===== src/rtl/iqm_fifo.sv =====
`timescale 1ns / 1ps
// ----------------------------------------------------------------------------
// iqm_fifo
// Two-entry job queue between the front end and the filter back end.
// ----------------------------------------------------------------------------
module iqm_fifo #(
    parameter int WIDTH = 24
) (
    input  logic             clk,
    input  logic             rst_n,
    input  logic             push,
    input  logic [WIDTH-1:0] push_data,
    input  logic             pop,
    output logic [WIDTH-1:0] head_data,
    output logic [1:0]       count
);

    logic [WIDTH-1:0] entry_reg [2];
    logic             wptr_reg;
    logic             rptr_reg;
    logic [1:0]       count_reg;

    always_ff @(posedge clk)
    begin
        if (push)
        begin
            entry_reg[wptr_reg] <= push_data;
        end
    end

    always_ff @(posedge clk or negedge rst_n)
    begin
        if (!rst_n)
        begin
            wptr_reg  <= 1'b0;
            rptr_reg  <= 1'b0;
            count_reg <= 2'd0;
        end
        else
        begin
            if (push)
            begin
                wptr_reg <= ~wptr_reg;
            end
            if (pop)
            begin
                rptr_reg <= ~rptr_reg;
            end
            count_reg <= count_reg + 2'(push) - 2'(pop);
        end
    end

    assign head_data = entry_reg[rptr_reg];
    assign count     = count_reg;

endmodule


===== config.mk =====
export PLATFORM = sky130hd
export DESIGN_NAME = iqm_fifo
export DESIGN_NICKNAME = d
export VERILOG_FILES = /design/src/rtl/iqm_fifo.sv
export SDC_FILE = /design/constraint.sdc
export NUM_CORES = 1
export LEC_CHECK = 0
export BUFFER_PORTS_ARGS = -buffer_cell sky130_fd_sc_hd__buf_2
export CORE_ASPECT_RATIO = 1.25
export CORE_MARGIN = 3
export CORE_UTILIZATION = 30
export CTS_CLUSTER_DIAMETER = 80
export DETAILED_ROUTE_END_ITERATION = 7
export GPL_TIMING_DRIVEN = 0
export SYNTH_ARGS = -nofsm -noshare
export SYNTH_HDL_FRONTEND = slang
export SYNTH_SLANG_ARGS = --single-unit

===== constraint.sdc =====
create_clock -name clk -period 5 [get_ports clk]
set_input_delay 1.5 -clock clk [delete_from_list [all_inputs] [get_ports clk]]
set_output_delay 1.5 -clock clk [all_outputs]
set_load 0.03 [all_outputs]

[Word-level counts from Yosys, hierarchy flattened]
Memory sizes are Yosys's and may differ from the RTL's.
Cells that the tools add are included.
Operators by class
  equality and inequality tests: 0
  divide/modulo/power cells: 0
  shift-type cells: 0
  $mul: 0
  bitwise logic cells: 2
  muxes and demuxes: 2
  reduce and logical (&&, ||, !) cells: 0
  add/sub/neg operators: 2
  order comparisons: 0
Operator list (count)
  $add A2 B1 Y2: 1
  $mux W1: 2
  $not A1 Y1: 2
  $sub A2 B1 Y2: 1
Word-level totals
  bits of input ports: 28
  RAM bits: 48
  output and inout bits: 26
  memories: 1
  bits in read-only memories: 0
  register bits: 4
  bits in latches: 0
Memory list
  entry_reg: depth 2, width 24, rd ports 1, clocked after memory_dff 0, wr ports 1, RTL line 18  | logic [WIDTH-1:0] entry_reg [2];

[Depth between registers and ports, before layout]
  depth after elaboration: 2
  gate-level depth with buffers: 5
  mapped depth without buffers: 5

[Least setup slack after synthesis]
OpenSTA, ideal clock, no wires.
  kind: input to register
  start: in push
  end: mem entry_reg[0][0], enable pin
  stages on the path: 1
  setup time: 0.408 ns
  required time: 4.592 ns
  slack: 1.986 ns
  data arrival time: 2.606 ns
  path through: nor2b_1
Between the ends
  longest elaborated chain between the ends: 2
Ends and longest elaborated chain
  start, declared: RTL line 11  | input logic push,
  $mux W1: RTL line 25  | if (push)
  $mux W1 (implied by the code): RTL line 27  | entry_reg[wptr_reg] <= push_data;
  end, declared: RTL line 18
No other way between the ends.

[Worst setup path in the final report]
  start: reg rptr_reg
  end: out head_data[19]
Between the ends
  longest elaborated chain between the ends: 1
Ends and longest elaborated chain
  start, declared: RTL line 20  | logic rptr_reg;
  start signal, assigned: RTL line 47  | rptr_reg <= ~rptr_reg;
  $mem_v2 Z2 W24
  end, declared: RTL line 14  | output logic [WIDTH-1:0] head_data,
No other way between the ends.

==> flow_summary.json <==
{
  "critPathArrivalTime_ps": 1450,
  "grt_pass1_wl_um": 5126,
  "powerDensity_nw_per_um2": 596.4,
  "critPathLaunchType": "flip-flop",
  "antenna_found_initial": 0,
  "start_util_pct": 31.74,
  "routedWlPerCell_um": 14.17,
  "synth.avg_cell_area_um2": 22.96,
  "hp-class": "flip-flop to flip-flop",
  "syn2layout_area_growth_pct": 25.20,
  "cts_tree": "yes",
  "crit_fanout": 10,
  "wirelength_um": 3331,
  "fp.dieW_um": 79.41,
  "slew_violations": 0,
  "final_hold_viol_count": 0,
  "syn_inst": 88,
  "dieArea_um2": 7763,
  "fin_ws_ps": 2055,
  "fin_nets": 179,
  "cts.path.max_buffers": 2,
  "fin_skew_ps": 6.331,
  "grt_remaining_overflow": 0,
  "ios": 54,
  "dp_slack_ps": 2003,
  "maxSlewHeadroom_pct": 23.03,
  "fin_hold_ws_ps": 525.9,
  "crit_required_ps": 3500,
  "maxCapViolations": 0,
  "ant_nets": 0,
  "p_comb_share_pct": 41.5,
  "via_per_inst": 4.204,
  "p_sw_mw": 0.5084,
  "endpoint_kind": "output pin",
  "finalCriticalPeriod_ps": 2945,
  "max_freq_mhz": 339.5,
  "drc": 0,
  "seqCellArea_um2": 1541,
  "largest_reg_flops": 48,
  "cellInternalPower_mw": 1.000,
  "ys_types": 12,
  "clkTransAtPathRegs_ps": 90,
  "cts_root_buf": "clkbuf_8",
  "setup_tns_ps": 0,
  "drt_iter0_drc": 21,
  "rsz0062_at_grt": "no",
  "antenna_cells": 0,
  "routed-via-count": 988,
  "syn_nets": 118,
  "clkPwrFrac_pct": 18.1,
  "final_cell_mix": "buf_2, edfxtp_1, mux2_4",
  "grtUsageTotal_pct": 8.916,
  "ys_seq_area_share_pct": 76.28,
  "status": "finished clean",
  "grt_max_degree": 25,
  "finalCritPeriodShare_pct": 58.90,
  "die_h_um": 97.76,
  "n_fill_cell": 577,
  "holdBufCountCts": 0,
  "final_layout_size_suffix_gt1_share_pct": 59.33,
  "layout.cells.most_common": "buf_2",
  "cts_buffers": 5,
  "clkSinkCount": 52,
  "dr.pass1.iters": 4,
  "cts.repair.resized": 0,
  "switching_share_pct": 33.69,
  "place_congestion": 0.5821,
  "multi_input_area_um2": 422.9,
  "core_area_um2": 6366,
  "port_buffers": 53,
  "grt_pass1_vias": 1065,
  "pwr-share-seq_pct": 40.5,
  "clkLatencyLatePin_ps": 290,
  "postCtsSetupRepairBufs": 0,
  "peakVddDrop_uv": 288.4,
  "cts_max_level": 2,
  "worst_pin_slew_ps": 1155,
  "crit_type": "flip-flop to output pin",
  "ys_ff_latch": 52,
  "num_rows": 32,
  "ys_warn_count": 0,
  "leakagePower_nw": 1.029,
  "detailed_place_hpwl_um": 2376,
  "setup_viol": 0,
  "syn-cell-area_um2": 2021
}
## area by class of cell
type	count	area share [%]
multi-input cells	31	16.72
well taps	85	4.204
repair buffers	54	11.57
clock buffers	6	2.868
flip-flops and latches	52	60.93
inverters	2	0.2967
plain buffers	3	2.028
clock inverters	2	1.385
## power by group through the flow
stage | combinational, mW | sequential, mW | clock [mW]
global route | 0.661 | 0.620 | 0.301
detailed placement | 0.638 | 0.623 | 0
CTS | 0.639 | 0.613 | 0.286
finish | 0.625 | 0.611 | 0.273
floorplan | 0.468 | 0.630 | 0
global placement | 0.612 | 0.617 | 0
## worst max-delay path, stage by stage, from the launching register on
cell and delay [ps]:
dfrtp_1 380, buf_6 140, buf_12 150, mux2_4 290
buf_2 180
## kinds of logic after synthesis
logic type / after synthesis / share of synthesized area, %
multiplexers: 24 / 16.90
XOR/XNOR: 3 / 2.043
AND/OR/NAND/NOR: 2 / 0.6196
flip-flops: 52 / 76.28
buffers and inverters: 5 / 2.910
adder cells (fa/ha/maj): 2 / 1.238
## path summary, 6_finish.rpt
kind                       startpoint               end  slack [ps]  cells after the start
setup / recovery             rptr_reg     head_data[19]        2050                      4
hold / removal               wptr_reg          wptr_reg         530                      1
setup reg to reg             wptr_reg  entry_reg[1][11]        3280                      1
hold reg to reg              wptr_reg          wptr_reg         530                      1
max in group asynchronous       rst_n          wptr_reg        3890                      1
min in group asynchronous       rst_n          count[0]         990                      1
## Yosys cell counts
library cell,number,area (µm²)
nor2b_1,1,6.260
mux2_2,5,56.30
xor3_1,1,23.77
inv_1,2,7.510
edfxtp_1,48,1441
and2_1,1,6.260
ha_1,2,25.02
buf_12,2,40.04
mux2_4,19,285.3
dfrtp_1,4,100.1
buf_6,1,11.26
xor2_1,2,17.52
## per-stage QoR
step	utilization (%)	instance area (µm²)	power [mW]	instances
floorplan	-	2021	1.097	88
global placement	37.58	2392	1.229	226
detailed placement	38.05	2422	1.261	227
CTS	39.74	2530	1.538	235
global route	39.74	2530	1.582	235
finish	39.74	2530	1.509	235
## routing by layer
layer / GRT usage [%] / up-vias / wire length [µm]
met1: 9.272 / 490 / 1256
li1: - / 455 / -
met2: 15.56 / 41 / 1787
met4: 3.175 / 0 / 19
met3: 4.151 / 2 / 268
met5: 0 / - / 0
Power figures use the tool's default switching activity.
