==> src/rtl/iqm_pkg.sv <==
`timescale 1ns / 1ps
// ----------------------------------------------------------------------------
// iqm_pkg
// Shared types and constants of the interquartile mean image filter.
// ----------------------------------------------------------------------------
package iqm_pkg;

    localparam logic ACT_PIXEL  = 1'b0;
    localparam logic ACT_DRAIN  = 1'b1;

    localparam logic REG_WIDTH  = 1'b0;
    localparam logic REG_HEIGHT = 1'b1;

    localparam logic [7:0] PIX_BLACK = 8'd0;
    localparam logic [7:0] PIX_WHITE = 8'd255;

    typedef enum logic [2:0] {
        ST_IDLE,
        ST_FETCH,
        ST_SORT,
        ST_SUM,
        ST_DIV,
        ST_HOLD
    } iqm_state_t;

    typedef struct packed {
        logic busy;
        logic done;
        logic done_last;
    } iqm_bstat_t;

endpackage

==> src/rtl/iqm_front.sv <==
`timescale 1ns / 1ps
// ----------------------------------------------------------------------------
// iqm_front
// Config registers, raster counters, line store writes and job issue.
// ----------------------------------------------------------------------------
module iqm_front import iqm_pkg::*; #(
    parameter int RADIUS    = 1,
    parameter int MAX_WIDTH = 1024,
    localparam int RING     = 3 * RADIUS + 1,
    localparam int RB       = $clog2(RING),
    localparam int XW       = $clog2(MAX_WIDTH),
    localparam int WW       = $clog2(MAX_WIDTH + 1),
    localparam int AW       = $clog2(RING * MAX_WIDTH),
    localparam int CW       = $clog2(MAX_WIDTH) + 12,
    localparam int JW       = 11 + XW + RB + 1
) (
    input  logic          clk,
    input  logic          rst_n,
    input  logic          cfg_we,
    input  logic          cfg_addr,
    input  logic [10:0]   cfg_wdata,
    input  logic          acc,
    input  logic          action,
    input  logic [7:0]    pixel,
    input  iqm_bstat_t    bstat,
    output logic          ram_we,
    output logic [AW-1:0] ram_waddr,
    output logic [7:0]    ram_wdata,
    output logic          job_push,
    output logic [JW-1:0] job_data,
    output logic [WW-1:0] w_eff,
    output logic [10:0]   h_eff,
    output logic          last_pend
);

    logic [10:0]   width_reg;
    logic [10:0]   height_reg;
    logic [CW-1:0] cnt_reg;
    logic [XW-1:0] wcol_reg;
    logic [RB-1:0] wring_reg;
    logic [XW-1:0] ocol_reg;
    logic [10:0]   orow_reg;
    logic [RB-1:0] oring_reg;
    logic          last_pend_reg;

    logic [31:0]   w_ext;
    logic [CW-1:0] total;
    logic [CW-1:0] lag;
    logic [XW-1:0] col_max;
    logic [10:0]   row_max;
    logic          in_frame;
    logic          drop;
    logic          produce;
    logic          is_last;

    always_comb
    begin
        w_ext = 32'(width_reg);
        if (w_ext == 32'd0)
        begin
            w_eff = WW'(1);
        end
        else if (w_ext > 32'(MAX_WIDTH))
        begin
            w_eff = WW'(MAX_WIDTH);
        end
        else
        begin
            w_eff = WW'(w_ext);
        end
    end

    assign h_eff    = (height_reg == 11'd0) ? 11'd1 : height_reg;
    assign total    = CW'(w_eff) * CW'(h_eff);
    assign lag      = CW'(RADIUS) * CW'(w_eff) + CW'(RADIUS);
    assign col_max  = XW'(w_eff - WW'(1));
    assign row_max  = h_eff - 11'd1;

    // a drain tick is only meaningful once the whole frame has arrived
    assign in_frame = cnt_reg < total;
    assign drop     = in_frame && (action == ACT_DRAIN);
    assign produce  = acc && !drop && (cnt_reg >= lag);
    assign is_last  = (orow_reg == row_max) && (ocol_reg == col_max);

    assign ram_we    = acc && in_frame && (action == ACT_PIXEL);
    assign ram_waddr = AW'(wring_reg) * AW'(MAX_WIDTH) + AW'(wcol_reg);
    assign ram_wdata = pixel;
    assign job_push  = produce;
    assign job_data  = {is_last, oring_reg, ocol_reg, orow_reg};
    assign last_pend = last_pend_reg;

    always_ff @(posedge clk or negedge rst_n)
    begin
        if (!rst_n)
        begin
            width_reg     <= 11'd256;
            height_reg    <= 11'd256;
            cnt_reg       <= '0;
            wcol_reg      <= '0;
            wring_reg     <= '0;
            ocol_reg      <= '0;
            orow_reg      <= '0;
            oring_reg     <= '0;
            last_pend_reg <= 1'b0;
        end
        else if (cfg_we)
        begin
            if (cfg_addr == REG_WIDTH)
            begin
                width_reg <= cfg_wdata;
            end
            else
            begin
                height_reg <= cfg_wdata;
            end
            cnt_reg   <= '0;
            wcol_reg  <= '0;
            wring_reg <= '0;
            ocol_reg  <= '0;
            orow_reg  <= '0;
            oring_reg <= '0;
        end
        else
        begin
            if (bstat.done_last)
            begin
                last_pend_reg <= 1'b0;
            end
            if (ram_we)
            begin
                if (wcol_reg == col_max)
                begin
                    wcol_reg  <= '0;
                    wring_reg <= (wring_reg == RB'(RING - 1)) ? '0 : wring_reg + RB'(1);
                end
                else
                begin
                    wcol_reg <= wcol_reg + XW'(1);
                end
            end
            if (produce)
            begin
                if (ocol_reg == col_max)
                begin
                    ocol_reg  <= '0;
                    orow_reg  <= orow_reg + 11'd1;
                    oring_reg <= (oring_reg == RB'(RING - 1)) ? '0 : oring_reg + RB'(1);
                end
                else
                begin
                    ocol_reg <= ocol_reg + XW'(1);
                end
            end
            if (produce && is_last)
            begin
                // frame done: every counter restarts for the next frame
                cnt_reg       <= '0;
                wcol_reg      <= '0;
                wring_reg     <= '0;
                ocol_reg      <= '0;
                orow_reg      <= '0;
                oring_reg     <= '0;
                last_pend_reg <= 1'b1;
            end
            else if (acc && !drop)
            begin
                cnt_reg <= cnt_reg + CW'(1);
            end
        end
    end

endmodule

==> config.mk <==
export PLATFORM = sky130hd
export DESIGN_NAME = iqm_front
export DESIGN_NICKNAME = d
export VERILOG_FILES = /design/src/rtl/iqm_pkg.sv /design/src/rtl/iqm_front.sv
export SDC_FILE = /design/constraint.sdc
export NUM_CORES = 1
export LEC_CHECK = 0
export ABC_CLOCK_PERIOD_IN_PS = 9500
export BUFFER_PORTS_ARGS = -buffer_cell sky130_fd_sc_hd__buf_2
export CORE_MARGIN = 2
export CORE_UTILIZATION = 51
export DETAILED_ROUTE_END_ITERATION = 6
export PLACE_DENSITY_LB_ADDON = 0.1
export SLEW_MARGIN = 20
export SYNTH_ARGS = -nofsm -noshare
export SYNTH_HDL_FRONTEND = slang
export SYNTH_SLANG_ARGS = --single-unit
export TNS_END_PERCENT = 5
==> constraint.sdc <==
create_clock -name clk -period 9.5 [get_ports clk]
set_clock_uncertainty 0.2 [all_clocks]
set_input_delay 0.95 -clock clk [delete_from_list [all_inputs] [get_ports clk]]
set_output_delay 0.95 -clock clk [all_outputs]
set_load 0.02 [all_outputs]
* Word-level counts from Yosys, hierarchy flattened
Cells that the tools add are included.
Storage, ports and cells: register bits 80, word-level logic and storage cells 82, input port bits 28
Operators by class: bitwise operators 3, mux-type cells 30, multipliers 1, $add $sub $neg 10, reduce and logical (&&, ||, !) cells 21, equality and inequality tests 5, $lt $le $gt $ge 3
Operators with widths (number):
- 10-bit two-way mux | 8
- 11-bit two-way mux | 7
- 22-bit two-way mux | 3
- 22-bit by 1-bit adder with 22-bit output (second input constant) | 1
- 22-bit by 12-bit greater-or-equal comparator with 1-bit output | 1
- 11-bit logical NOT | 2
- 22-bit < comparator | 1
- 11-bit by 11-bit multiplier with 22-bit output | 1
- 10-bit by 1-bit adder with 10-bit output (second input constant) | 2
- 10-bit == test | 2
- 2-bit two-way mux | 10
- 3-bit nonzero test | 5
- 11-bit by 1-bit adder with 12-bit output (second input constant) | 1
- 12-bit by 10-bit adder with 12-bit output | 1
- 11-bit by 1-bit adder with 11-bit output (second input constant) | 1
- 11-bit == test | 1
- 11-bit greater-than comparator (second input constant) | 1
- 11-bit by 1-bit subtractor with 11-bit output (second input constant) | 1
- 2-bit AND reduction | 5
- 10-bit by 1-bit subtractor with 10-bit output (second input constant) | 1
- 1-bit logical AND | 7
- 2-bit by 1-bit adder with 2-bit output (second input constant) | 2
- 2-bit == test (second input constant) | 2
- 1-bit inverter | 3
- other kinds (3) | 4

* Longest topological paths before layout
word-level depth 12, mapped depth 39, gate-level depth less buffers 33

* Worst setup path after synthesis
Ideal clock, no wire load.
path type flip-flop to output port, from reg width_reg[10], to out job_push, path slack 0.366 ns, arrival time 7.984 ns, required time 8.350 ns, cell stages (with the launch flop) 35, buffers on the path 6, path through dfrtp_1 > clkbuf_1 > clkbuf_1 > clkbuf_1 > clkbuf_1 > nor2b_1 > clkbuf_1 > nand2_1 > fa_1 > fa_1 > inv_1 > ha_1 > fa_1 > inv_1 > fa_1 > inv_1 > ha_1 > nand3_1 > o211ai_1 > o41ai_1 > o211ai_1 > a31oi_1 > o21bai_1 > a21oi_1 > a21oi_1 > xnor2_1 > ha_1 > nand2_1 > nor2_1 > a211oi_1 > nand3_1 > o21a_1 > o2111ai_1 > clkbuf_1 > inv_1
Between the ends: cells in the longest elaborated chain, start to end 9, elaborated cells on any way between the ends 12, those cells by class add/sub: 1; mul: 1; order compare: 3; mux: 2; reduce/logical: 5
RTL lines:
- start: declaration | RTL line iqm_front.sv:36 | logic [10:0] width_reg;
- start signal: assignment | RTL line iqm_front.sv:110 | width_reg <= cfg_wdata;
- 11-bit greater-than comparator | RTL line iqm_front.sv:63 | else if (w_ext > 32'(MAX_WIDTH))
- 11-bit two-way mux | RTL line iqm_front.sv:63
- 11-bit two-way mux * | RTL line iqm_front.sv:59 | if (w_ext == 32'd0)
- named net w_eff[3] | RTL line iqm_front.sv:31 | output logic [WW-1:0] w_eff,
- 11-bit by 11-bit multiplier with 22-bit output | RTL line iqm_front.sv:74 | assign total = CW'(w_eff) * CW'(h_eff);
- 22-bit < comparator | RTL line iqm_front.sv:80 | assign in_frame = cnt_reg < total;
- 1-bit logical AND | RTL line iqm_front.sv:81 | assign drop = in_frame && (action == ACT_DRAIN);
- 1-bit logical NOT | RTL line iqm_front.sv:82 | assign produce = acc && !drop && (cnt_reg >= lag);
- 1-bit logical AND | RTL line iqm_front.sv:82
- 1-bit logical AND * | RTL line iqm_front.sv:82
- end: declaration | RTL line iqm_front.sv:29 | output logic job_push,
The timed path passes the listed nets; every way through them passes the cells marked *.

* Worst setup path in the final report
from reg width_reg[2], to out job_push
Between the ends: cells in the longest elaborated chain, start to end 9, elaborated cells on any way between the ends 12, those cells by class add/sub: 1; mul: 1; order compare: 3; mux: 2; reduce/logical: 5
RTL lines (RTL line):
- 11-bit greater-than comparator | iqm_front.sv:63
- 11-bit two-way mux | iqm_front.sv:63
- 11-bit two-way mux * | iqm_front.sv:59
- 11-bit by 11-bit multiplier with 22-bit output | iqm_front.sv:74
- 22-bit < comparator | iqm_front.sv:80
- 1-bit logical AND | iqm_front.sv:81
- 1-bit logical NOT | iqm_front.sv:82
- 1-bit logical AND | iqm_front.sv:82
- 1-bit logical AND * | iqm_front.sv:82
Every way passes the cells marked *; elsewhere a longest branch is shown, timed or not.

==> summary.md <==
| Metric | Value |
|---|---|
| Vias in the first global route | `8449` |
| Power per cell area | `approximately 220 nW/um^2` |
| Final min period | `around 9000 ps` |
| Grt total ovfl | `0` |
| Die Width | `146 um` |
| Antenna viol nets, final | `0` |
| Crit path largest cell delay | `560 ps` |
| IO Pins | `97` |
| Port Buf Inserts | `between 70 and 80` |
| Final nets | `1462` |
| Number of synthesized register bits | `80` |
| Initial Util | `0.515` |
| Drt pass-1 iters | `5` |
| Fmax | `0.111 GHz` |
| Count leader, synth | `inv_1` |
| Post-Place Cells | `about 1.5k` |
| CTS tree | `built` |
| Synth cell count leaders | `137 x inv_1, 102 x ha_1, 98 x nand2_1` |
| Register area share after synthesis | `0.194` |
| Synth area leader | `dfrtp_1` |
| Clk Latency, worst-skew pair | `360 ps` |
| Critical path class | `flip-flop to output port` |
| Min-delay worst type | `input port to async pin` |
| Root Buffer | `clkbuf_16` |
| CTS Buf Count | `9` |
| Post-synth ARST share | `1.00` |
| Pwr Total | `2480 uW` |
| Worst-Margin Slew | `~1100 ps` |
| Area Growth Syn to Fin | `9.50%` |
| Fin. Hold Viols | `0` |
| Clock slew seen by the registers of the worst setup and hold paths | `60 ps` |
| Crit-path slowest cell | `fa_1` |
| Outcome | `completed` |
| Unique masters post-synth | `slightly above 70` |
| Critical Path AT | `between 7000 and 8000 ps` |
| Worst path required time | `8350 ps` |
| Synth Area in Adders | `0.279` |
| First-pass GRT wire length | `43300 um` |
| Reg power frac | `0.159` |
| Gpl congestion | `~0.9` |
| Multi-input gate area in the final layout | `7450 um^2` |
| Die height | `146 um` |
| Tightest hold margin | `roughly 170 ps` |
| Combinational power share | `0.695` |
| Clock power share | `0.146` |
| Reg area | `between 2000 and 2500 um^2` |
| Synth Net Count | `1421` |
| DRC Markers | `0` |
| Final wirelength | `26100 um` |
| Htree depth | `3` |
| CP Launch Type | `flip-flop` |
| Die ar. | `21400 um^2` |
| Clock sink count | `80` |
| Crit path max fanout | `9` |
| Setup WS pre-CTS | `583 ps` |
| Max IR drop VDD | `about 170 uV` |
| Fraction of layout cells with a size suffix above 1 | `0.154` |
| Vias/cell | `5.63` |
| Post-synthesis mux area share | `0.0268` |
| Max-Cap Viols | `0` |
| Initial antenna violation count | `0` |
| Largest family of logic cells by synthesized area | `adder cells` |
| NetSw | `1190 uW` |
| Clk buf depth | `2` |
| Mapped Cells | `1211` |
| Core ar. | `around 20000 um^2` |
| Ys Warns | `0` |
| Sw frac | `0.479` |
| RSZ-0062 raised after global routing | `false` |
| Pint | `1290 uW` |
| Slew Limit Fails | `0` |
| Netlist Area Pre-Place | `10300 um^2` |
| LEAKAGE | `0.00540 uW` |
| Tcrit/Tclk final | `0.948` |
| Routed length per placed instance | `around 17 um` |
| Largest net degree at the start of global routing | `80` |
| Xor-xnor portion of the synthesized cell area | `0.0534` |
| Slew headroom | `0.295` |
| Mean post-synth cell area | `between 8 and 9 um^2` |
| Final setup fails | `0` |
| # rows | `52` |
| Filler Cell Count | `1954` |
| Starting DRC count in detailed routing | `396` |
| Number of synthesized flops with an enable pin | `0` |
| Fin cells | `between 1.5k and 2k` |
| DR vias | `8615` |
| Simple-Gate Fraction of Synth Area | `0.226` |
| Post-synth top flop | `dfrtp_1` |
| Synth top area cells | `dfrtp_1 19%, fa_1 16%, ha_1 12%` |
| Synth Area in Compound Gates | `0.132` |
| Hpwl dp | `20100 um` |
| Gr usage total | `0.252` |
| Largest register FFs | `22` |
| Final setup margin | `495 ps` |
| Crit. End Element | `output port` |
| Cell mode on critical path | `fa_1` |
| Post-Route Setup TNS | `0 ps` |
| Synth top area share | `0.189` |
cells in the final DEF (no fill, tap or decap), types with 8 or more instances in the layout:
master / n
dfrtp_1: 77
inv_1: 137
mux2_2: 21
buf_4: 38
o21bai_1: 8
and3_1: 23
and2_1: 59
nand3b_1: 9
nor4_1: 10
nor2_1: 78
fa_1: 80
xnor2_1: 38
o21ai_0: 41
buf_2: 77
a21oi_1: 49
nor3b_1: 14
o211ai_1: 9
nand3_1: 31
a22oi_2: 10
or3_1: 10
clkbuf_16: 9
xor2_1: 25
nand2_1: 98
nand2b_1: 17
nand4_1: 9
a31oi_1: 9
o21ai_1: 8
ha_1: 102
nor2b_1: 19
nor3_1: 20
o31ai_1: 12
what timing repair did:
item,in CTS,in global routing
resized for setup,0,12
hold buffers,0,0
buffers inserted,0,0
endpoints found under the setup margin,0,4
worst max-delay path, delay by kind of cell, from the launching register on:
family	cells	cell delay, ps
adders and majority gates	7	3230
AOI/OAI and AO/OA	10	2250
and+or+nand+nor	5	700
buffers and inverters	6	680
DFF	1	480
xor gates and xnor gates	1	190
power by group through the flow:
stage	registers, uW	logic, uW	clock network (uW)
floorplan	375	1350	0
global placement	397	1710	0
detailed placement	398	1750	0
CTS	391	1750	367
global route	396	2000	379
finish	393	1720	362
final timing paths:
kind                                             end  slack (ps)  cells after the start                startpoint
hold / removal                 last_pend$_DFFE_PN0P_         170                      1                     rst_n
max in group asynchronous  width_reg[10]$_DFFE_PN0P_        8020                      2                     rst_n
setup reg to reg             orow_reg[4]$_DFFE_PN0P_         820                     30  width_reg[2]$_DFFE_PN0P_
min in group clk               last_pend$_DFFE_PN0P_         320                      2     last_pend$_DFFE_PN0P_
setup / recovery                            job_push         490                     29  width_reg[2]$_DFFE_PN0P_
hold reg to reg                last_pend$_DFFE_PN0P_         320                      2     last_pend$_DFFE_PN0P_
layer usage:
metal,up-vias,track usage,routed length (um)
li1,4171,-,-
met1,4262,0.333,11700
met2,156,0.433,13100
met3,26,0.0384,939
met4,0,0.0646,361
met5,-,0,0
area by class of cell:
| class | count | area share |
|---|---|---|
| Inverter | 139 | 0.0462 |
| Sequential cell | 80 | 0.177 |
| Clock inverter | 5 | 0.00498 |
| Timing Repair Buffer | 116 | 0.0603 |
| Clock buffer | 11 | 0.0215 |
| Tap cell | 270 | 0.0299 |
| Antenna cell | 2 | 0.000443 |
| Multi-Input combinational cell | 906 | 0.659 |
cells by family (layout without fill, tap and decap cells):
logic type,count (synthesis),in the layout
flip-flops,80,80
AO/OA/AOI/OAI,200,200
buffers and inverters,225,271
AND/OR/NAND/NOR,435,435
adder cells (fa/ha/maj),182,182
XOR/XNOR,63,63
other,1,3
multiplexers,25,25
per-stage QoR:
stage | util | cell area (um^2)
2_1_floorplan | - | 10300
3_3_place_gp | 0.547 | 11000
3_5_place_dp | 0.547 | 11000
4_1_cts | 0.562 | 11300
5_1_grt | 0.564 | 11300
6_report | 0.564 | 11300
Power figures use the tool's default switching activity.
