--- src/rtl/iqm_pkg.sv ---
`timescale 1ns / 1ps
// ----------------------------------------------------------------------------
// iqm_pkg
// Shared types and constants of the interquartile mean image filter.
// ----------------------------------------------------------------------------
package iqm_pkg;

    localparam logic ACT_PIXEL  = 1'b0;
    localparam logic ACT_DRAIN  = 1'b1;

    localparam logic REG_WIDTH  = 1'b0;
    localparam logic REG_HEIGHT = 1'b1;

    localparam logic [7:0] PIX_BLACK = 8'd0;
    localparam logic [7:0] PIX_WHITE = 8'd255;

    typedef enum logic [2:0] {
        ST_IDLE,
        ST_FETCH,
        ST_SORT,
        ST_SUM,
        ST_DIV,
        ST_HOLD
    } iqm_state_t;

    typedef struct packed {
        logic busy;
        logic done;
        logic done_last;
    } iqm_bstat_t;

endpackage

--- src/rtl/iqm_back.sv ---
`timescale 1ns / 1ps
// ----------------------------------------------------------------------------
// iqm_back
// Window fetch, transposition sort, trimmed sum, serial divide, output stage.
// ----------------------------------------------------------------------------
module iqm_back import iqm_pkg::*; #(
    parameter int RADIUS    = 1,
    parameter int MAX_WIDTH = 1024,
    localparam int RING     = 3 * RADIUS + 1,
    localparam int RB       = $clog2(RING),
    localparam int XW       = $clog2(MAX_WIDTH),
    localparam int WW       = $clog2(MAX_WIDTH + 1),
    localparam int AW       = $clog2(RING * MAX_WIDTH),
    localparam int JW       = 11 + XW + RB + 1,
    localparam int SPAN     = 2 * RADIUS + 1,
    localparam int CELLS    = SPAN * SPAN,
    localparam int SB       = $clog2(SPAN),
    localparam int CI       = $clog2(CELLS + 1),
    localparam int CIX      = $clog2(CELLS),
    localparam int SW       = $clog2(CELLS * 254 + 1),
    localparam int DB       = $clog2(SW + 1)
) (
    input  logic          clk,
    input  logic          rst_n,
    input  logic          job_valid,
    input  logic [JW-1:0] job_data,
    input  logic [WW-1:0] w_eff,
    input  logic [10:0]   h_eff,
    input  logic [7:0]    ram_rdata,
    input  logic          m_tready,
    output logic          job_pop,
    output logic          ram_re,
    output logic [AW-1:0] ram_raddr,
    output logic          m_tvalid,
    output logic [7:0]    m_tdata,
    output logic          m_tlast,
    output iqm_bstat_t    bstat
);

    iqm_state_t    state_reg;
    iqm_state_t    state_next;

    logic [10:0]   row_reg;
    logic [XW-1:0] col_reg;
    logic [RB-1:0] ring_reg;
    logic          last_reg;
    logic [CI-1:0] fi_reg;
    logic [SB-1:0] dr_reg;
    logic [SB-1:0] dc_reg;
    logic [CI-1:0] zero_reg;
    logic [CI-1:0] sat_reg;
    logic [CI-1:0] pass_reg;
    logic [CIX-1:0] j_reg;
    logic [SW-1:0] sum_reg;
    logic [SW-1:0] quo_reg;
    logic [CI:0]   rem_reg;
    logic [DB-1:0] dcnt_reg;
    logic [7:0]    cells_reg [CELLS];
    logic          out_valid_reg;
    logic [7:0]    out_pix_reg;
    logic          out_last_reg;

    logic [7:0]    cells_next [CELLS];
    logic          capture;
    logic          load_out;
    logic [12:0]   rr;
    logic [10:0]   row_c;
    logic [12:0]   rdelta;
    logic [RB+1:0] rsum;
    logic [RB-1:0] ring_c;
    logic [XW+1:0] cc;
    logic [XW-1:0] col_c;
    logic [XW-1:0] col_max;
    logic [CI-1:0] kept;
    logic [CI+1:0] rank_lo;
    logic [CI+1:0] rank_hi;
    logic [CI+1:0] first_j;
    logic [CI+1:0] last_j;
    logic [CI:0]   den;
    logic [CI:0]   trial;

    // ---- window address: clamp to the frame edge, then map row to ring slot
    always_comb
    begin
        col_max = XW'(w_eff - WW'(1));
        rr = 13'(row_reg) + 13'(dr_reg) - 13'(RADIUS);
        if (rr[12])
        begin
            row_c = 11'd0;
        end
        else if (rr > 13'(h_eff - 11'd1))
        begin
            row_c = h_eff - 11'd1;
        end
        else
        begin
            row_c = rr[10:0];
        end
        rdelta = 13'(row_c) - 13'(row_reg);
        rsum   = (RB + 2)'(ring_reg) + rdelta[RB+1:0];
        if (rsum[RB+1])
        begin
            ring_c = RB'(rsum + (RB + 2)'(RING));
        end
        else if (rsum >= (RB + 2)'(RING))
        begin
            ring_c = RB'(rsum - (RB + 2)'(RING));
        end
        else
        begin
            ring_c = rsum[RB-1:0];
        end
        cc = (XW + 2)'(col_reg) + (XW + 2)'(dc_reg) - (XW + 2)'(RADIUS);
        if (cc[XW+1])
        begin
            col_c = '0;
        end
        else if (cc > (XW + 2)'(col_max))
        begin
            col_c = col_max;
        end
        else
        begin
            col_c = cc[XW-1:0];
        end
    end

    assign ram_raddr = AW'(ring_c) * AW'(MAX_WIDTH) + AW'(col_c);

    // ---- trimmed ranks: zeros sort to the front, whites to the back
    assign kept    = CI'(CELLS) - zero_reg - sat_reg;
    assign rank_lo = (CI + 2)'(kept) >> 2;
    assign rank_hi = ((CI + 2)'(kept) * (CI + 2)'(3)) >> 2;
    assign first_j = (CI + 2)'(zero_reg) + rank_lo;
    assign last_j  = (CI + 2)'(zero_reg) + rank_hi;
    assign den     = (CI + 1)'(rank_hi - rank_lo + (CI + 2)'(1));
    assign trial   = {rem_reg[CI-1:0], quo_reg[SW-1]};

    // one odd-even transposition pass
    always_comb
    begin
        for (int i = 0; i < CELLS; i++)
        begin
            cells_next[i] = cells_reg[i];
        end
        for (int i = 0; i < CELLS - 1; i++)
        begin
            if (((i % 2) == int'(pass_reg[0])) && (cells_reg[i] > cells_reg[i + 1]))
            begin
                cells_next[i]     = cells_reg[i + 1];
                cells_next[i + 1] = cells_reg[i];
            end
        end
    end

    // ---- next state
    always_comb
    begin
        state_next = state_reg;
        case (state_reg)
            ST_IDLE:
            begin
                if (job_valid)
                begin
                    state_next = ST_FETCH;
                end
            end
            ST_FETCH:
            begin
                if (fi_reg == CI'(CELLS))
                begin
                    state_next = ST_SORT;
                end
            end
            ST_SORT:
            begin
                if (pass_reg == CI'(CELLS - 1))
                begin
                    state_next = ST_SUM;
                end
            end
            ST_SUM:
            begin
                if (j_reg == CIX'(CELLS - 1))
                begin
                    state_next = ST_DIV;
                end
            end
            ST_DIV:
            begin
                if (dcnt_reg == DB'(SW - 1))
                begin
                    state_next = ST_HOLD;
                end
            end
            ST_HOLD:
            begin
                if (!out_valid_reg || m_tready)
                begin
                    state_next = ST_IDLE;
                end
            end
            default:
            begin
                state_next = ST_IDLE;
            end
        endcase
    end

    // ---- control outputs
    always_comb
    begin
        job_pop  = 1'b0;
        ram_re   = 1'b0;
        capture  = 1'b0;
        load_out = 1'b0;
        case (state_reg)
            ST_IDLE:
            begin
                job_pop = job_valid;
            end
            ST_FETCH:
            begin
                ram_re  = fi_reg < CI'(CELLS);
                capture = fi_reg != '0;
            end
            ST_HOLD:
            begin
                load_out = !out_valid_reg || m_tready;
            end
            default:
            begin
                job_pop = 1'b0;
            end
        endcase
    end

    always_ff @(posedge clk or negedge rst_n)
    begin
        if (!rst_n)
        begin
            state_reg     <= ST_IDLE;
            out_valid_reg <= 1'b0;
        end
        else
        begin
            state_reg <= state_next;
            if (load_out)
            begin
                out_valid_reg <= 1'b1;
            end
            else if (m_tready)
            begin
                out_valid_reg <= 1'b0;
            end
        end
    end

    // ---- datapath
    always_ff @(posedge clk)
    begin
        if (job_pop)
        begin
            {last_reg, ring_reg, col_reg, row_reg} <= job_data;
            fi_reg   <= '0;
            dr_reg   <= '0;
            dc_reg   <= '0;
            zero_reg <= '0;
            sat_reg  <= '0;
            pass_reg <= '0;
            j_reg    <= '0;
            sum_reg  <= '0;
            dcnt_reg <= '0;
            rem_reg  <= '0;
        end
        if (state_reg == ST_FETCH)
        begin
            fi_reg <= fi_reg + CI'(1);
            if (ram_re)
            begin
                if (dc_reg == SB'(SPAN - 1))
                begin
                    dc_reg <= '0;
                    dr_reg <= dr_reg + SB'(1);
                end
                else
                begin
                    dc_reg <= dc_reg + SB'(1);
                end
            end
            if (capture)
            begin
                cells_reg[CIX'(fi_reg - CI'(1))] <= ram_rdata;
                zero_reg <= zero_reg + CI'(ram_rdata == PIX_BLACK);
                sat_reg  <= sat_reg + CI'(ram_rdata == PIX_WHITE);
            end
        end
        if (state_reg == ST_SORT)
        begin
            pass_reg <= pass_reg + CI'(1);
            for (int i = 0; i < CELLS; i++)
            begin
                cells_reg[i] <= cells_next[i];
            end
        end
        if (state_reg == ST_SUM)
        begin
            j_reg <= j_reg + CIX'(1);
            if (((CI + 2)'(j_reg) >= first_j) && ((CI + 2)'(j_reg) <= last_j))
            begin
                sum_reg <= sum_reg + SW'(cells_reg[j_reg]);
            end
        end
        if ((state_reg == ST_SUM) && (j_reg == CIX'(CELLS - 1)))
        begin
            if (((CI + 2)'(j_reg) >= first_j) && ((CI + 2)'(j_reg) <= last_j))
            begin
                quo_reg <= sum_reg + SW'(cells_reg[j_reg]);
            end
            else
            begin
                quo_reg <= sum_reg;
            end
        end
        // restoring divide, one quotient bit per cycle
        if (state_reg == ST_DIV)
        begin
            dcnt_reg <= dcnt_reg + DB'(1);
            if (trial >= den)
            begin
                rem_reg <= trial - den;
                quo_reg <= {quo_reg[SW-2:0], 1'b1};
            end
            else
            begin
                rem_reg <= trial;
                quo_reg <= {quo_reg[SW-2:0], 1'b0};
            end
        end
        if (load_out)
        begin
            // nothing left after dropping black and white gives 0
            out_pix_reg  <= (kept == '0) ? 8'd0 : quo_reg[7:0];
            out_last_reg <= last_reg;
        end
    end

    assign m_tvalid        = out_valid_reg;
    assign m_tdata         = out_pix_reg;
    assign m_tlast         = out_last_reg;
    assign bstat.busy      = state_reg != ST_IDLE;
    assign bstat.done      = load_out;
    assign bstat.done_last = load_out && last_reg;

endmodule

--- config.mk ---
export PLATFORM = sky130hd
export DESIGN_NAME = iqm_back
export DESIGN_NICKNAME = d
export VERILOG_FILES = /design/src/rtl/iqm_pkg.sv /design/src/rtl/iqm_back.sv
export SDC_FILE = /design/constraint.sdc
export NUM_CORES = 1
export LEC_CHECK = 0
export BUFFER_PORTS_ARGS = -buffer_cell sky130_fd_sc_hd__buf_2
export CAP_MARGIN = 20
export CORE_MARGIN = 2
export CORE_UTILIZATION = 55
export DETAILED_ROUTE_END_ITERATION = 12
export HOLD_SLACK_MARGIN = 0.1
export PLACE_DENSITY = 0.73
export SYNTH_ARGS = -nofsm -noshare
export SYNTH_HDL_FRONTEND = slang
export SYNTH_SLANG_ARGS = --single-unit
--- constraint.sdc ---
create_clock -name clk -period 7.55 [get_ports clk]
set_input_delay 0.755 -clock clk [delete_from_list [all_inputs] [get_ports clk]]
set_output_delay 0.755 -clock clk [all_outputs]
set_load 0.05 [all_outputs]
# Word-level counts from Yosys, hierarchy flattened
# Memory sizes are Yosys's and may differ from the RTL's. A register that Yosys moved wholly into a read port is not among the register bits.
# Index checks and enable logic that the tools add are counted.
dict set report totals {
  reg_bits 93
  ramBits 72
  out_inout_bits 27
  word_cells 174
  mem_count 1
}
# name words word_bits rd rd_ports_with_merged_regs write_ports line
set mem_list {}
lappend mem_list {cells_reg 9 8 10 1 9 iqm_back.sv:58} ;# logic [7:0] cells_reg [CELLS];
dict set report classes {
  addsub 29
  mul 1
  order_cmp 15
  eq_ne 17
  muxes 65
  bitwise_logic 1
  reduce_logical 26
}
# cell n
set op_table {}
lappend op_table {{$mux 16} 8}
lappend op_table {{$mux 12} 6}
lappend op_table {{$mux 4} 18}
lappend op_table {{$gt 8x8->1} 8}
lappend op_table {{$sub 11x1->12 const B} 2}
lappend op_table {{$mux 10} 2}
lappend op_table {{$mux 2} 10}
lappend op_table {{$mux 3} 6}
lappend op_table {{$pmux 3 s6} 1}
lappend op_table {{$add 4x1->4 const B} 4}
lappend op_table {{$eq 4x4->1 const B} 4}
lappend op_table {{$gt 13x13->1} 1}
lappend op_table {{$mux 1} 13}
lappend op_table {{$sub 12x1->13 const B} 1}
lappend op_table {{$add 11x2->12} 1}
lappend op_table {{$add 12x10->12} 1}
lappend op_table {{$add 12x8->12} 1}
lappend op_table {{$gt 12x10->1} 1}
lappend op_table {{$ne 2x2->1 const B} 6}
lappend op_table {{$reduce_bool 2->1} 6}
lappend op_table {{$sub 4x4->4} 3}
lappend op_table {{$add 10x2->11} 1}
lappend op_table {{$logic_and 1x1->1} 11}
lappend op_table {{$sub 10x1->10 const B} 1}
lappend op_table {{32 further kinds} 38}

# Depth between registers and ports, before layout
# Gate-level depths: netlist of run 1.
dict set report logic_depth {
  word_depth 11
  depth_mapped 26
}

# Worst setup path after synthesis of run 1
# No wires, ideal clock.
dict set report synth_path {
  kind {reg-to-output}
  start {register row_reg[1]}
  end {output port ram_raddr[11]}
  arrival_time_ns 4.983
  slack_ns 1.812
  path_stages_with_launch 26
  n_path_buf 0
  path_cell_list {edfxtp_1 > inv_1 > ha_1 > inv_1 > ha_1 > inv_1 > fa_1 > nor2b_1 > o21ai_0 > nand2b_1 > a311oi_1 > o31ai_1 > a21oi_1 > xnor2_1 > ha_1 > nand2_1 > o21ai_0 > a2111oi_0 > a21oi_1 > a211o_1 > ha_1 > inv_1 > ha_1 > xnor2_1 > xnor2_1 > xnor2_1}
}
dict set report synth_via {
  elab_chain_len 11
}
# item line
set synth_lines {}
lappend synth_lines {{from (decl)} iqm_back.sv:43} ;# logic [10:0] row_reg;
lappend synth_lines {{from (signal assigned)} iqm_back.sv:264} ;# {last_reg, ring_reg, col_reg, row_reg} <= job_data;
lappend synth_lines {{$add 11x2->12} iqm_back.sv:86} ;# rr = 13'(row_reg) + 13'(dr_reg) - 13'(RADIUS);
lappend synth_lines {{$sub 12x1->13} iqm_back.sv:86}
lappend synth_lines {{$gt 13x13->1} iqm_back.sv:91} ;# else if (rr > 13'(h_eff - 11'd1))
lappend synth_lines {{$mux 4} iqm_back.sv:91}
lappend synth_lines {{$mux 4} iqm_back.sv:87} ;# if (rr[12])
lappend synth_lines {{$sub 4x4->4 *} iqm_back.sv:99} ;# rdelta = 13'(row_c) - 13'(row_reg);
lappend synth_lines {{$add 2x4->4 *} iqm_back.sv:100} ;# rsum = (RB + 2)'(ring_reg) + rdelta[RB+1:0];
lappend synth_lines {{$ge 4x3->1 or $sub 2x1->2 (tied branches)} {iqm_back.sv:105, iqm_back.sv:107}}
lappend synth_lines {{$mux 2} iqm_back.sv:105} ;# else if (rsum >= (RB + 2)'(RING))
lappend synth_lines {{$mux 2 *} iqm_back.sv:101} ;# if (rsum[RB+1])
lappend synth_lines {{$add 12x10->12 *} iqm_back.sv:128} ;# assign ram_raddr = AW'(ring_c) * AW'(MAX_WIDTH) + AW'(col_c);
lappend synth_lines {{to (decl)} iqm_back.sv:33} ;# output logic [AW-1:0] ram_raddr,
# Every way passes the cells marked *; elsewhere a longest branch is shown, timed or not.

# Final worst setup path of run 1
# Ends and elaborated chain as after synthesis.

==> results.toml, run 1 <==
[timing]
setup_viol = 0
worst_pin_slew_ps = 1032
fmax_ghz = 0.1571
finalCriticalPeriod_ps = 6367
fin_ws_ps = 1183
skew_ps = 33.73
hold_viol_final = 0
max_slew_margin_pct = 31.18
tns_ps = 0
slew_viol_final = 0
min_period_over_period_pct = 84.33
rsz0062_at_grt = "no"

[detailed_routing]
drt-vias-per-instance = 6.026
wl_per_cell_microns = 18.70
drtIter0Drc = 821
route.detailed.drc = 0
drtAntennaViolNets = 0
drt-total-wl_microns = 33040
vias = 10650
firstDrtPassIters = 4

[clocking]
clock_latency_ps = 550
clk_pin_slew_ps = 60
root_buffer = "clkbuf_16"
cts_buffers = 25
cts_tree = "built"
h-tree-depth = 1
clkSinkCount = 225
clock_path_buffers = 3
post_cts.repair.setup_buffers = 0
ctsResizeCount = 0
holdBufCountCts = 1

[worst_hold_path]
hold_path_depth = 1
min_from = "job_data[10]"
worstHoldEndpoint = "row_reg[10]"
worstHoldPathType = "in2reg"

[power]
peakVddDrop_mv = 0.2808
p_switching_mw = 2.678
p_per_area_nw_per_um2 = 389.3
seqPwrFrac_pct = 30.6
clkPwrFrac_pct = 20.9
switching_share_pct = 41.48
intPower_mw = 3.778
power_frac_comb_pct = 48.5
leakagePower_nw = 7.030
power_mw = 6.455

[place]
hpwl_microns = 24630
dp_cells = 1719
place_ws_ps = 1589
io_buffers = 83
gp_congestion = 0.8297
place_area_sq_um = 15640

[die]
fp.dieH_microns = 169.2
die_width_microns = 169.2
die-area_sq_um = 28640
start_util_pct = 55.88
io_pins = 85
num_rows = 60
core-area_sq_um = 26880

[synthesis]
synthArstFlopShare_pct = 1.778
yosysSeqAreaShare_pct = 42.99
synth_ff_type = "edfxtp_1"
postSynthAreaPerCell_sq_um = 11.18
synth_cell_types = 80
syn-num-nets = 1581
syn-instance-count = 1343
ys_ff_latch = 225
synth-edff-count = 193
syn-cell-area_sq_um = 15020
ys_warn_count = 0

[final_layout]
area.growth.synth_to_final_pct = 10.41
num_antenna_cells = 0
nNetsFinal = 1645
mostFrequentLayoutCell = "edfxtp_1"
nFillCells = 2112
multi_input_area_sq_um = 7751
ff_latch_area_sq_um = 6457
finalNonFillerCells = 1767
layout-drive-gt1-share_pct = 13.53
largest_reg_flops = 128
final_cell_mix = "edfxtp_1 (193), ha_1 (171), inv_1 (148)"
fin_area_sq_um = 16580

[global_routing]
track_usage_pct = 23.28
antenna_found_initial = 1
grt_first_pass_wirelength_microns = 53600
grt_max_degree = 36
grt_pass1_vias = 10500
overflow = 0

[setup_path]
rr_startpoint = "zero_reg[2]"
max_stage_delay_ps = 420
crit_type = "reg2out"
r2r-end = "quo_reg[11]"
cp_common_cell = "ha_1"
endpoint_kind = "output port"
path_delay_family = "compound AO/OA/AOI/OAI gates"
critPathSlowestCell = "a2111oi_0"
startpoint = "row_reg[1]"
cp-start-kind = "flip-flop"
cp.arrival_ps = 5610
crit_fanout = 4
cp_data_required_time_ps = 6800
rrSetupSlack_ps = 1590
cp.buffers_inverters = 5
rr_worst_depth = 19

[run_status]
status = "finished clean"

[job]
drv_cap = 0
power by group through the flow:
stage                     combinational (mW)  sequential (mW)  clock [mW]
after floorplan                         2.48             1.88           0
after global placement                  3.01             1.98           0
after detailed placement                3.10             2.00           0
after CTS                               3.12             1.97        1.36
after global routing                    3.46             2.01        1.41
final                                   3.13             1.98        1.35
synthesized netlist by cell type (9+ instances only):
master	n	area [sq um]
xor2_1	24	210.2
nor2b_1	21	131.4
clkbuf_1	23	86.33
fa_1	9	180.2
nor3_1	26	130.1
a221o_1	50	500.5
nand2_1	66	247.7
inv_1	148	555.5
and2_1	22	137.6
a21o_1	44	330.3
xnor2_1	48	420.4
nand4_1	20	125.1
mux2i_1	13	130.1
nand2b_1	13	81.33
nand3_1	32	160.2
a21oi_1	58	290.3
mux4_2	40	900.9
buf_2	21	105.1
o21ai_0	39	195.2
edfxtp_1	193	5796
ha_1	171	2140
a211oi_1	12	90.09
or3_1	9	56.30
nor2_1	85	319.1
dfxtp_1	28	560.5
worst max path at each step:
stage,cells after the start,endpoint
global route,26,ram_raddr[11]
detailed placement,19,quo_reg[11]
CTS,26,ram_raddr[11]
global placement,19,quo_reg[11]
floorplan,25,ram_raddr[11]
finish,26,ram_raddr[11]
cell type report:
type                       instances  area share [%]
clock inverter                    16           1.539
tap                              341           2.573
sequential                       225           38.95
timing repair buffer              90           2.958
inverter                         148           3.350
multi-input combinational        917           46.75
clock buffer                      30           3.886
per-stage QoR:
stage / hold WS (ps) / util [%]
6_report: 399.9 / 61.69
5_1_grt: 390.0 / 61.69
4_1_cts: 385.8 / 61.59
3_5_place_dp: 438.1 / 58.21
3_3_place_gp: 421.8 / 58.21
2_1_floorplan: 417.4 / -
logic make-up (layout without fill, tap and decap cells):
kind of cell	Yosys count	in the layout	share of synthesized area, %
XOR/XNOR	72	72	4.199
buffers and inverters	201	284	5.399
flip-flops	225	225	42.99
adder cells (fa/ha/maj)	180	180	15.45
AND/OR/NAND/NOR	330	330	10.94
multiplexers	58	58	7.256
AO/OA/AOI/OAI	277	277	13.77
worst reg2reg max path: cells and delay by family, from the launching register on:
family | cells | cell delay [ps]
xor gates and xnor gates | 5 | 1360
adders and majority gates | 5 | 1830
and+or+nand+nor | 3 | 1140
AOI/OAI and AO/OA | 5 | 750
buffers and inverters | 1 | 140
DFF | 1 | 450
per-layer routing:
layer,part of all wire (%),wire [microns],vias up,track usage [%]
met5,0,0,-,0
li1,-,-,5128,-
met1,45,14710,5181,31.73
met2,48,15940,288,39.91
met3,5.2,1702,51,2.915
met4,2.1,687,0,5.500
(Power assumes the default switching activity.)
==> run 2, diff against run 1 <==
Settings changed: PLACE_DENSITY 0.73 to 0.76.
Clock period 7.55 ns to 5.7 ns, I/O delays scaled along.
==> run 2 against run 1 <==
Effect of this change: critical path type unchanged; clock-buffer cell count is 7 higher; first-iteration DRC count is 0.73% lower; largest cell class unchanged; sequential cell count stayed put; via count is 2.4% higher; sequential power is 37% higher; the run now ends with negative setup slack left.
==> results.toml, run 2 (synthesis results as in run 1) <==
[run_status]
status = "finished with violations"
violations = "negative setup slack"

[clocking]
clock_latency_ps = 540
cts_tree = "built"
clkSinkCount = 225
clock_path_buffers = 3
h-tree-depth = 1
root_buffer = "clkbuf_16"
clk_pin_slew_ps = 60
cts_buffers = 26

[global_routing]
antenna_found_initial = 2
track_usage_pct = 24.16
grt_pass1_vias = 10870
overflow = 0
grt_max_degree = 36
grt_first_pass_wirelength_microns = 55490

[power]
switching_share_pct = 41.89
clkPwrFrac_pct = 19.7
peakVddDrop_mv = 0.2884
p_per_area_nw_per_um2 = 518.4
seqPwrFrac_pct = 31.3
intPower_mw = 5.040
p_switching_mw = 3.633
power_mw = 8.673
leakagePower_nw = 7.097
power_frac_comb_pct = 49.1

[timing]
min_period_over_period_pct = 100.0
setup_viol = 1
hold_viol_final = 0
fmax_ghz = 0.1754
max_slew_margin_pct = 30.39
skew_ps = 27.11
fin_ws_ps = -1.833
rsz0062_at_grt = "yes"
slew_viol_final = 0
finalCriticalPeriod_ps = 5702
worst_pin_slew_ps = 1044

[detailed_routing]
drt-vias-per-instance = 6.125
route.detailed.drc = 0
vias = 10910
drtAntennaViolNets = 0
wl_per_cell_microns = 19.35
drtIter0Drc = 815
drt-total-wl_microns = 34470
firstDrtPassIters = 5

[final_layout]
layout-drive-gt1-share_pct = 15.56
fin_util_pct = 62.25
mostFrequentLayoutCell = "edfxtp_1"
final_cell_mix = "edfxtp_1 (193), ha_1 (168), inv_1 (145)"
area.growth.synth_to_final_pct = 11.41
nNetsFinal = 1658
ff_latch_area_sq_um = 6457
num_antenna_cells = 0
multi_input_area_sq_um = 7823
nFillCells = 2080
largest_reg_flops = 128

[worst_hold_path]
min_from = "job_data[23]"
worstHoldEndpoint = "last_reg"
hold_path_depth = 1
worstHoldPathType = "in2reg"

[setup_path]
cp-start-kind = "flip-flop"
rr_startpoint = "zero_reg[2]"
r2r-end = "quo_reg[11]"
cp.arrival_ps = 5130
rr_worst_depth = 19
crit_type = "reg2out"
cp_data_required_time_ps = 5130
endpoint_kind = "output port"
rrSetupSlack_ps = 500
crit_fanout = 3

[die]
die_width_microns = 169.2
start_util_pct = 55.88
die-area_sq_um = 28640
core-area_sq_um = 26880
io_pins = 85
num_rows = 60
fp.dieH_microns = 169.2

[place]
io_buffers = 83
hpwl_microns = 25450
gp_congestion = 0.8836

[job]
drv_cap = 0
[run 2: worst max path at each step]
stage,startpoint,end,cells past startpoint
after floorplan,row_reg[1],ram_raddr[11],25
after global placement,row_reg[1],ram_raddr[11],26
after detailed placement,row_reg[1],ram_raddr[11],23
after CTS,row_reg[1],ram_raddr[11],26
after global routing,row_reg[1],ram_raddr[11],26
final,row_reg[1],ram_raddr[11],26
[run 2: layer usage]
metal	up-vias	track usage (%)	wire, microns
met4	4	8.510	1219
met2	366	40.98	16590
met5	-	0	23
met3	91	3.172	1974
li1	5145	-	-
met1	5302	32.08	14660
[run 2: final cells by class]
cell class	instances	area share, %
Multi-Input combinational cell	917	46.75
Sequential cell	225	38.60
Clock buffer	37	4.502
Timing Repair Buffer	102	3.500
Inverter	148	3.320
Tap cell	341	2.550
Clock inverter	11	0.7777
[run 2: timing repair]
item                                    4_1_cts  5_1_grt
endpoints found under the setup margin        1        2
hold buffers                                  1        0
endpoints found under the hold margin         4        0
setup buffers                                 6        0
resized for setup                            14        8
pin swaps                                    14        3
cloned                                        0        0
[run 2: metrics by stage]
stage | TNS (ps) | worst slack, ps | std cells | hold slack (ps) | cell area, sq um
after global routing | -320.9 | -320.9 | 1781 | 203.3 | 16730
after global placement | 0 | 255.3 | 1725 | 384.4 | 15690
after floorplan | 0 | 147.3 | 1343 | 274.4 | 15020
final | -1.833 | -1.833 | 1781 | 218.0 | 16730
after detailed placement | 0 | 185.4 | 1725 | 382.1 | 15690
after CTS | -24.08 | -24.08 | 1780 | 202.7 | 16660
[run 2: power groups by stage]
stage          Sequential, mW  Clock, mW  Combinational (mW)
2_1_floorplan            2.50          0                3.29
3_3_place_gp             2.71          0                3.92
3_5_place_dp             2.73          0                4.06
4_1_cts                  2.70       1.72                4.20
5_1_grt                  2.76       1.78                4.67
6_report                 2.71       1.71                4.25
[run 2: critical path: stages, from the launching register on]
cell and delay (ps):
edfxtp_1 410, inv_2 100, ha_4 200, inv_2 60, ha_4 130, inv_2 40
fa_2 350, nor2b_1 120, o21ai_1 70, nand2b_1 110, a311oi_2 110, o31ai_1 240
a21oi_1 110, xnor2_1 150, ha_1 290, nand4_1 120, or4_4 440, o21ai_2 80
a21oi_2 60, a211o_1 280, ha_1 270, inv_1 40, ha_2 170, xnor2_2 130
xnor2_1 180, xnor2_1 140, buf_4 210
